[src/rtl/swldc_pkg.sv]
// shared types and constants for the sequence window loss and duplicate checker
// no dependencies
package swldc_pkg;

  localparam int WINDOW_LOG2_DEFAULT = 5;
  localparam int SEQ_W = 32;
  localparam int CNT_W = 64;

  // largest forward distance still taken as a gap
  localparam logic [SEQ_W-1:0] HALF_RANGE = {1'b1, {(SEQ_W-1){1'b0}}};

  // commands from the controller to the datapath
  typedef struct packed {
    logic start;   // load the word and restart the window scan
    logic step;    // issue the next window read, compare the previous one
    logic update;  // commit counters, window and result
  } ctrl_cmd_t;

  // status from the datapath to the controller
  typedef struct packed {
    logic hit;     // the compared window entry equals the word
    logic done;    // every valid entry has been compared
  } dp_status_t;

endpackage

[src/rtl/sequence_window_loss_dup_checker_unit.sv]
// Sequence window loss and duplicate checker. Each input word is a 32-bit packet
// sequence number; each one yields exactly one result word with a duplicate flag,
// the gap revealed by evicting the oldest window entry, and three wrapping 64-bit
// totals. The window holds the last 2^WINDOW_LOG2 distinct numbers in a single-port
// read memory scanned one entry per cycle from the oldest, stopping early when a
// duplicate is found. One word is processed at a time; the next is taken while a
// finished result still waits at the output. No clearing pass is needed after reset.
module sequence_window_loss_dup_checker_unit #(
  parameter int WINDOW_LOG2 = swldc_pkg::WINDOW_LOG2_DEFAULT
) (
  input  logic                        clk,
  input  logic                        rst,
  input  logic                        in_valid,
  output logic                        in_stall,
  input  logic [swldc_pkg::SEQ_W-1:0] seq_number,
  output logic                        out_valid,
  input  logic                        out_stall,
  output logic                        dup_flag,
  output logic                        gap_flag,
  output logic [swldc_pkg::SEQ_W-1:0] gap_start,
  output logic [swldc_pkg::SEQ_W-1:0] gap_end,
  output logic [swldc_pkg::CNT_W-1:0] duplicate_total,
  output logic [swldc_pkg::CNT_W-1:0] missing_total,
  output logic [swldc_pkg::CNT_W-1:0] original_total
);

  import swldc_pkg::*;

  ctrl_cmd_t  cmd;
  dp_status_t status;

  // sequencing
  swldc_ctrl u_ctrl (
    .clk       (clk),
    .rst       (rst),
    .in_valid  (in_valid),
    .in_stall  (in_stall),
    .out_valid (out_valid),
    .out_stall (out_stall),
    .status    (status),
    .cmd       (cmd)
  );

  // window, scan and counters
  swldc_datapath #(
    .WINDOW_LOG2 (WINDOW_LOG2)
  ) u_datapath (
    .clk             (clk),
    .rst             (rst),
    .seq_number      (seq_number),
    .cmd             (cmd),
    .status          (status),
    .dup_flag        (dup_flag),
    .gap_flag        (gap_flag),
    .gap_start       (gap_start),
    .gap_end         (gap_end),
    .duplicate_total (duplicate_total),
    .missing_total   (missing_total),
    .original_total  (original_total)
  );

endmodule

[src/rtl/swldc_ram.sv]
// generic single write port, single read port RAM with registered read data
// no dependencies
module swldc_ram #(
  parameter int WIDTH = 32,
  parameter int DEPTH = 32
) (
  input  logic                     clk,
  input  logic                     wr_en,
  input  logic [$clog2(DEPTH)-1:0] wr_addr,
  input  logic [WIDTH-1:0]         wr_data,
  input  logic                     rd_en,
  input  logic [$clog2(DEPTH)-1:0] rd_addr,
  output logic [WIDTH-1:0]         rd_data
);

  logic [WIDTH-1:0] mem [DEPTH];

  // write and registered read
  always_ff @(posedge clk) begin
    if (wr_en) begin
      mem[wr_addr] <= wr_data;
    end
    if (rd_en) begin
      rd_data <= mem[rd_addr];
    end
  end

endmodule

[src/rtl/swldc_ctrl.sv]
// controller state machine of the sequence window checker
// depends on swldc_pkg
module swldc_ctrl (
  input  logic                   clk,
  input  logic                   rst,
  input  logic                   in_valid,
  output logic                   in_stall,
  output logic                   out_valid,
  input  logic                   out_stall,
  input  swldc_pkg::dp_status_t  status,
  output swldc_pkg::ctrl_cmd_t   cmd
);

  import swldc_pkg::*;

  localparam logic [1:0] ST_IDLE   = 2'd0;
  localparam logic [1:0] ST_SEARCH = 2'd1;
  localparam logic [1:0] ST_UPDATE = 2'd2;

  logic [1:0] state;
  logic [1:0] state_next;
  logic       out_valid_next;
  logic       out_free;

  // output register can take a new word this cycle
  assign out_free = !out_valid || !out_stall;
  assign in_stall = (state != ST_IDLE);

  // next state and commands
  always_comb begin
    state_next = state;
    cmd        = '0;
    case (state)
      ST_IDLE: begin
        if (in_valid) begin
          cmd.start  = 1'b1;
          state_next = ST_SEARCH;
        end
      end
      ST_SEARCH: begin
        cmd.step = 1'b1;
        if (status.hit || status.done) begin
          state_next = ST_UPDATE;
        end
      end
      ST_UPDATE: begin
        if (out_free) begin
          cmd.update = 1'b1;
          state_next = ST_IDLE;
        end
      end
      default: begin
        state_next = ST_IDLE;
      end
    endcase
  end

  // output valid: set by a commit, cleared when taken
  always_comb begin
    out_valid_next = out_valid && out_stall;
    if (cmd.update) begin
      out_valid_next = 1'b1;
    end
  end

  always_ff @(posedge clk) begin
    if (rst) begin
      state     <= ST_IDLE;
      out_valid <= 1'b0;
    end else begin
      state     <= state_next;
      out_valid <= out_valid_next;
    end
  end

endmodule

[src/rtl/swldc_datapath.sv]
// datapath of the sequence window checker: window memory, scan, gap check, counters
// depends on swldc_pkg and swldc_ram
module swldc_datapath #(
  parameter int WINDOW_LOG2 = swldc_pkg::WINDOW_LOG2_DEFAULT
) (
  input  logic                        clk,
  input  logic                        rst,
  input  logic [swldc_pkg::SEQ_W-1:0] seq_number,
  input  swldc_pkg::ctrl_cmd_t        cmd,
  output swldc_pkg::dp_status_t       status,
  output logic                        dup_flag,
  output logic                        gap_flag,
  output logic [swldc_pkg::SEQ_W-1:0] gap_start,
  output logic [swldc_pkg::SEQ_W-1:0] gap_end,
  output logic [swldc_pkg::CNT_W-1:0] duplicate_total,
  output logic [swldc_pkg::CNT_W-1:0] missing_total,
  output logic [swldc_pkg::CNT_W-1:0] original_total
);

  import swldc_pkg::*;

  localparam int WIN_SIZE = 1 << WINDOW_LOG2;
  localparam logic [WINDOW_LOG2:0] WIN_FULL = (WINDOW_LOG2+1)'(WIN_SIZE);
  localparam logic [WINDOW_LOG2:0] IDX_OLDEST = '0;
  localparam logic [WINDOW_LOG2:0] IDX_SECOND = (WINDOW_LOG2+1)'(1);

  logic [SEQ_W-1:0]       seq_reg;
  logic [WINDOW_LOG2-1:0] oldest_slot;
  logic [WINDOW_LOG2:0]   fill_level;
  logic [WINDOW_LOG2:0]   scan_idx;
  logic [WINDOW_LOG2:0]   cmp_idx;
  logic                   cmp_valid;
  logic                   found;
  logic [SEQ_W-1:0]       oldest_entry;
  logic [SEQ_W-1:0]       second_entry;
  logic [SEQ_W-1:0]       rd_data;
  logic [WINDOW_LOG2-1:0] rd_addr;
  logic [WINDOW_LOG2-1:0] wr_addr;
  logic                   rd_en;
  logic                   wr_en;
  logic                   full;
  logic [SEQ_W-1:0]       diff;
  logic                   gap;

  // window memory
  swldc_ram #(
    .WIDTH (SEQ_W),
    .DEPTH (WIN_SIZE)
  ) u_window (
    .clk     (clk),
    .wr_en   (wr_en),
    .wr_addr (wr_addr),
    .wr_data (seq_reg),
    .rd_en   (rd_en),
    .rd_addr (rd_addr),
    .rd_data (rd_data)
  );

  // scan addressing, one read per cycle from the oldest entry onward
  assign rd_en   = cmd.step && (scan_idx < fill_level);
  assign rd_addr = oldest_slot + scan_idx[WINDOW_LOG2-1:0];

  // new entries go right after the newest one; when full this is the evicted slot
  assign wr_en   = cmd.update && !found;
  assign wr_addr = oldest_slot + fill_level[WINDOW_LOG2-1:0];

  // status to the controller
  assign status.hit  = cmp_valid && (rd_data == seq_reg);
  assign status.done = !cmp_valid && (scan_idx >= fill_level);

  // gap between the two oldest entries
  assign full = (fill_level == WIN_FULL);
  assign diff = second_entry - oldest_entry;
  assign gap  = full && (diff >= SEQ_W'(2)) && (diff <= HALF_RANGE);

  // scan pipeline
  always_ff @(posedge clk) begin
    if (cmd.start) begin
      seq_reg   <= seq_number;
      scan_idx  <= '0;
      cmp_valid <= 1'b0;
      found     <= 1'b0;
    end else if (cmd.step) begin
      cmp_valid <= rd_en;
      cmp_idx   <= scan_idx;
      if (rd_en) begin
        scan_idx <= scan_idx + 1'b1;
      end
      if (status.hit) begin
        found <= 1'b1;
      end
      // keep the two oldest entries for the eviction check
      if (cmp_valid && (cmp_idx == IDX_OLDEST)) begin
        oldest_entry <= rd_data;
      end
      if (cmp_valid && (cmp_idx == IDX_SECOND)) begin
        second_entry <= rd_data;
      end
    end
  end

  // result word fields
  always_ff @(posedge clk) begin
    if (cmd.update) begin
      dup_flag  <= found;
      gap_flag  <= !found && gap;
      gap_start <= (!found && gap) ? oldest_entry + 1'b1 : '0;
      gap_end   <= (!found && gap) ? second_entry - 1'b1 : '0;
    end
  end

  // window pointers and running counters
  always_ff @(posedge clk) begin
    if (rst) begin
      oldest_slot     <= '0;
      fill_level      <= '0;
      duplicate_total <= '0;
      missing_total   <= '0;
      original_total  <= '0;
    end else if (cmd.update) begin
      if (found) begin
        duplicate_total <= duplicate_total + 1'b1;
      end else begin
        original_total <= original_total + 1'b1;
        if (gap) begin
          missing_total <= missing_total + CNT_W'(diff - 1'b1);
        end
        if (full) begin
          oldest_slot <= oldest_slot + 1'b1;
        end else begin
          fill_level <= fill_level + 1'b1;
        end
      end
    end
  end

endmodule

[config.mk]
export PLATFORM = sky130hd
export DESIGN_NAME = sequence_window_loss_dup_checker_unit
export DESIGN_NICKNAME = d
export VERILOG_FILES = /design/src/rtl/swldc_pkg.sv /design/src/rtl/sequence_window_loss_dup_checker_unit.sv /design/src/rtl/swldc_ram.sv /design/src/rtl/swldc_ctrl.sv /design/src/rtl/swldc_datapath.sv
export SDC_FILE = /design/constraint.sdc
export NUM_CORES = 2
export LEC_CHECK = 0
export BUFFER_PORTS_ARGS = -buffer_cell sky130_fd_sc_hd__clkbuf_2
export CAP_MARGIN = 30
export CELL_PAD_IN_SITES_DETAIL_PLACEMENT = 0
export CELL_PAD_IN_SITES_GLOBAL_PLACEMENT = 1
export CORE_UTILIZATION = 47
export CTS_CLUSTER_SIZE = 24
export DETAILED_ROUTE_END_ITERATION = 10
export MAX_ROUTING_LAYER = met4
export PLACE_DENSITY_LB_ADDON = 0.1
export SYNTH_ARGS = -nofsm -noshare
export SYNTH_HDL_FRONTEND = slang
export SYNTH_SLANG_ARGS = --single-unit
[constraint.sdc]
create_clock -name clk -period 9.2 [get_ports clk]
set_input_delay 0.46 -clock clk [delete_from_list [all_inputs] [get_ports clk]]
set_output_delay 0.46 -clock clk [all_outputs]
set_load 0.005 [all_outputs]
==> impl_metrics.xml <==
<?xml version="1.0" encoding="UTF-8"?>
<metrics>
  <group name="die">
    <metric name="die_area" unit="um^2">133900</metric>
    <metric name="initial_core_util" unit="%">47.35</metric>
    <metric name="die_w" unit="um">365.9</metric>
    <metric name="floorplan_core_area" unit="um^2">131500</metric>
    <metric name="chipHeight" unit="um">365.9</metric>
    <metric name="rows" unit="">133</metric>
    <metric name="boundaryPins" unit="">296</metric>
  </group>
  <group name="route">
    <metric name="route.antenna.remaining_nets" unit="">0</metric>
    <metric name="dr_total_vias" unit="">37653</metric>
    <metric name="met2WireLength" unit="mm">79.41</metric>
    <metric name="drt_iter0_markers" unit="">3249</metric>
    <metric name="wl_met1" unit="mm">70.70</metric>
    <metric name="route.detailed.drc" unit="">0</metric>
    <metric name="totalWireLength" unit="mm">162.5</metric>
    <metric name="wl_per_cell" unit="um">24.39</metric>
    <metric name="top_signal_layer_used" unit="">met4</metric>
    <metric name="drt_pre_antenna_iters" unit="">6</metric>
    <metric name="avgViaCountPerCell" unit="">5.650</metric>
    <metric name="met3RoutedLength" unit="mm">8.321</metric>
  </group>
  <group name="critical_path">
    <metric name="critical-path-max-stage-delay" unit="ps">590</metric>
    <metric name="worst-path-stages" unit="">27</metric>
    <metric name="worst_path_most_repeated_cell" unit="">o21ai_0</metric>
    <metric name="worstSetupPathType" unit="">register to register</metric>
    <metric name="critical_path.n_buffers_inverters" unit="">3</metric>
    <metric name="worst_setup_path_endpoint" unit="">u_datapath.missing_total[63]</metric>
    <metric name="timing.critical_path.from" unit="">u_datapath.second_entry[0]</metric>
    <metric name="worst-endpoint-arrival" unit="ps">8120</metric>
    <metric name="reg2reg_slack" unit="ps">1780</metric>
    <metric name="setup.worst_path.start_class" unit="">register</metric>
    <metric name="capturing_element_type_of_the_critical_path" unit="">register</metric>
    <metric name="critical_path.max_fanout" unit="">31</metric>
    <metric name="ff2ff_path_depth" unit="">27</metric>
    <metric name="critical_path.slowest_cell" unit="">or4_4</metric>
    <metric name="critical_path.top_delay_family" unit="">compound AO/OA/AOI/OAI gates</metric>
    <metric name="timing.rr.end" unit="">u_datapath.missing_total[63]</metric>
    <metric name="crit-reg2reg-launch" unit="">u_datapath.second_entry[0]</metric>
    <metric name="crit_required" unit="ps">9900</metric>
  </group>
  <group name="global_route">
    <metric name="global_route.overflow_total" unit="">0</metric>
    <metric name="grt_max_degree" unit="">137</metric>
    <metric name="grt_antenna_before_repair" unit="">6</metric>
    <metric name="globalRouteTotalUtil" unit="%">24.65</metric>
    <metric name="grt_first_pass_wirelength" unit="mm">238.2</metric>
    <metric name="first_global_vias" unit="">36293</metric>
  </group>
  <group name="yosys">
    <metric name="syn-instance-count" unit="">4399</metric>
    <metric name="yosys.cell_types.count" unit="">87</metric>
    <metric name="dominant_cell_by_count_in_the_synthesized_netlist" unit="">edfxtp_1</metric>
    <metric name="async_flop_share" unit="%">0</metric>
    <metric name="synth_ff_type" unit="">edfxtp_1</metric>
    <metric name="synth_top_cells_by_count" unit="">edfxtp_1, nand2_1, nor2_1, nand3_1, mux4_2</metric>
    <metric name="post_synth.cell_area_avg" unit="um^2">14.15</metric>
    <metric name="synthesis.area" unit="um^2">62240</metric>
    <metric name="ys_seq_area_share" unit="%">65.93</metric>
    <metric name="synth_edf_count" unit="">1224</metric>
    <metric name="ys_seq_elements" unit="">1438</metric>
    <metric name="synth_top_area_share" unit="%">59.05</metric>
    <metric name="syn_nets" unit="">4558</metric>
    <metric name="netlist.top_cell.by_area" unit="">edfxtp_1</metric>
    <metric name="yosysWarnings" unit="">0</metric>
    <metric name="synth_area_leaders" unit="">edfxtp_1, mux4_2, dfxtp_1</metric>
  </group>
  <group name="power">
    <metric name="power_leakage" unit="nW">24.59</metric>
    <metric name="maximum_vdd_drop" unit="uV">191.2</metric>
    <metric name="pwr_density" unit="nW/um^2">187.8</metric>
  </group>
  <group name="sta">
    <metric name="finalSetupTns" unit="ps">0</metric>
    <metric name="max_slew.worst_pin.slew" unit="ps">1178</metric>
    <metric name="finClkSkew" unit="ps">39.16</metric>
    <metric name="setup_viol" unit="">0</metric>
    <metric name="timing_hold_violations_final" unit="">0</metric>
    <metric name="drv_slew" unit="">0</metric>
    <metric name="slew-limit-headroom" unit="%">21.46</metric>
    <metric name="clock.fmax" unit="MHz">134.8</metric>
    <metric name="finalWorstPathRequiredPeriod" unit="ps">7418</metric>
    <metric name="rsz0062_at_grt" unit="">false</metric>
    <metric name="final.period_utilization" unit="%">80.63</metric>
  </group>
  <group name="cts">
    <metric name="cts_root_buf" unit="">clkbuf_16</metric>
    <metric name="cts.htree.levels" unit="">4</metric>
    <metric name="clock_insertion_delay_worst_skew" unit="ps">780</metric>
    <metric name="path_clk_slew" unit="ps">60</metric>
    <metric name="tritoncts" unit="">done</metric>
    <metric name="cts_max_path_buffers" unit="">3</metric>
    <metric name="clock_sink_count" unit="">1438</metric>
    <metric name="post_cts.resized_instances" unit="">0</metric>
    <metric name="cts_inserted_buffers" unit="">155</metric>
  </group>
  <group name="cells_and_area">
    <metric name="nets" unit="">4938</metric>
    <metric name="synthToLayoutAreaGrowth" unit="%">15.05</metric>
    <metric name="fin_area" unit="um^2">71610</metric>
    <metric name="largest_register_ffs" unit="">1024</metric>
    <metric name="drive_gt1_share" unit="%">18.96</metric>
    <metric name="register_ranked_first_by_flip_flop_count" unit="">u_datapath.u_window.mem</metric>
  </group>
  <group name="place">
    <metric name="detailed_place.area" unit="um^2">66270</metric>
    <metric name="io_buffer_count" unit="">295</metric>
    <metric name="place.gp.congestion" unit="">0.8741</metric>
    <metric name="hpwl" unit="mm">97.35</metric>
  </group>
  <group name="run">
    <metric name="cap_violations" unit="">0</metric>
  </group>
  <group name="min_path">
    <metric name="worstHoldPathType" unit="">primary input to register</metric>
  </group>
  <group name="status">
    <metric name="outcome" unit="">finished clean</metric>
  </group>
</metrics>
-- cell usage in the layout (no fill, tap or decap), types with 20 or more instances in the layout --
cell and count:
ha_1 118, clkbuf_2 294, inv_1 80, nand4_1 52
xnor2_1 157, dlygate4sd3_1 31, nor3_1 57, clkbuf_1 41
a211oi_1 20, or3_1 34, nand2_1 567, and3_1 39
mux4_2 256, buf_4 73, o21ai_0 107, xor2_1 168
clkinv_2 28, nor2_1 312, nor2_4 33, clkbuf_16 157
nand3_1 256, a21oi_1 177, a21o_1 61, edfxtp_1 1224
clkinv_1 24, dfxtp_1 214
-- logic make-up after synthesis --
logic type,count (synthesis),synth area share (%)
AND/OR/NAND/NOR,1483,10.83
flip-flops,1438,65.93
AO/OA/AOI/OAI,495,4.989
XOR/XNOR,330,4.643
buffers and inverters,267,1.709
multiplexers,263,9.375
adder cells (fa/ha/maj),123,2.521
-- worst reg2reg max path, cell delays in order (launching register included) --
cell,delay (ps)
edfxtp_1,410
inv_1,120
ha_1,170
inv_1,50
fa_1,410
a21o_1,220
a221oi_2,290
and3_1,370
o31ai_1,140
xor2_1,180
or4_4,590
or2_1,290
nor2_1,200
nand3_1,130
nor4_2,290
buf_4,410
ha_1,380
and2_1,230
a221oi_1,320
o21ai_0,230
a211oi_1,250
o31ai_1,140
a41o_1,270
o21ai_0,150
o311a_1,290
o21ai_0,160
or4_1,490
o211ai_1,160
-- layout make-up --
| class | instances | area [um^2] |
|---|---|---|
| Inverter | 80 | 300.3 |
| Tap cell | 1755 | 2196 |
| Fill cell | 10920 | 59850 |
| Sequential cell | 1438 | 41040 |
| Antenna cell | 5 | 12.51 |
| Clock inverter | 76 | 737.0 |
| Multi-Input combinational cell | 2694 | 20520 |
| Clock buffer | 206 | 4193 |
| Timing Repair Buffer | 410 | 2606 |
-- per-layer routing --
metal / track usage, % / vias up
met5: - / -
met1: 32.98 / 18996
met2: 39.53 / 1059
met3: 3.477 / 219
li1: - / 17379
met4: 6.888 / 0
-- timing repair --
action                    CTS  global route
buffers inserted            0             0
hold endpoints to repair   29             3
hold buffers               28             3
-- per-stage QoR --
step	setup slack, ps	hold slack (ps)	cells	utilization [%]	power [W]
3_3_place_gp	1839	462.0	6340	50.35	0.007524
2_1_floorplan	384.0	445.6	4399	-	0.007414
5_1_grt	1300	5.862	6662	54.47	0.01383
3_5_place_dp	1774	465.9	6343	50.41	0.007532
6_report	1782	74.98	6664	54.47	0.01345
4_1_cts	1770	5.435	6653	54.38	0.01357
-- how the worst min path moves through the flow --
stage               slack [ps]                     endpoint  depth (start not counted)                        start
finish                      70        u_datapath.seq_reg[4]                          1                seq_number[4]
global route                 6        u_datapath.seq_reg[4]                          1                seq_number[4]
CTS                          5        u_datapath.seq_reg[0]                          1                seq_number[0]
detailed placement         470  u_datapath.missing_total[0]                          2  u_datapath.missing_total[0]
global placement           460  u_datapath.missing_total[0]                          2  u_datapath.missing_total[0]
floorplan                  450        u_datapath.cmp_idx[5]                          0       u_datapath.scan_idx[5]
-- power by group --
part           leakage [nW]  internal (W)  total [W]  switching [W]
clock network          2.40       0.00343    0.00604        0.00261
logic                  9.39     0.0000970   0.000267       0.000170
registers              12.8       0.00710    0.00714      0.0000360
total                  24.6        0.0106     0.0134        0.00282
Note: power is estimated with default switching activity, not from simulation.
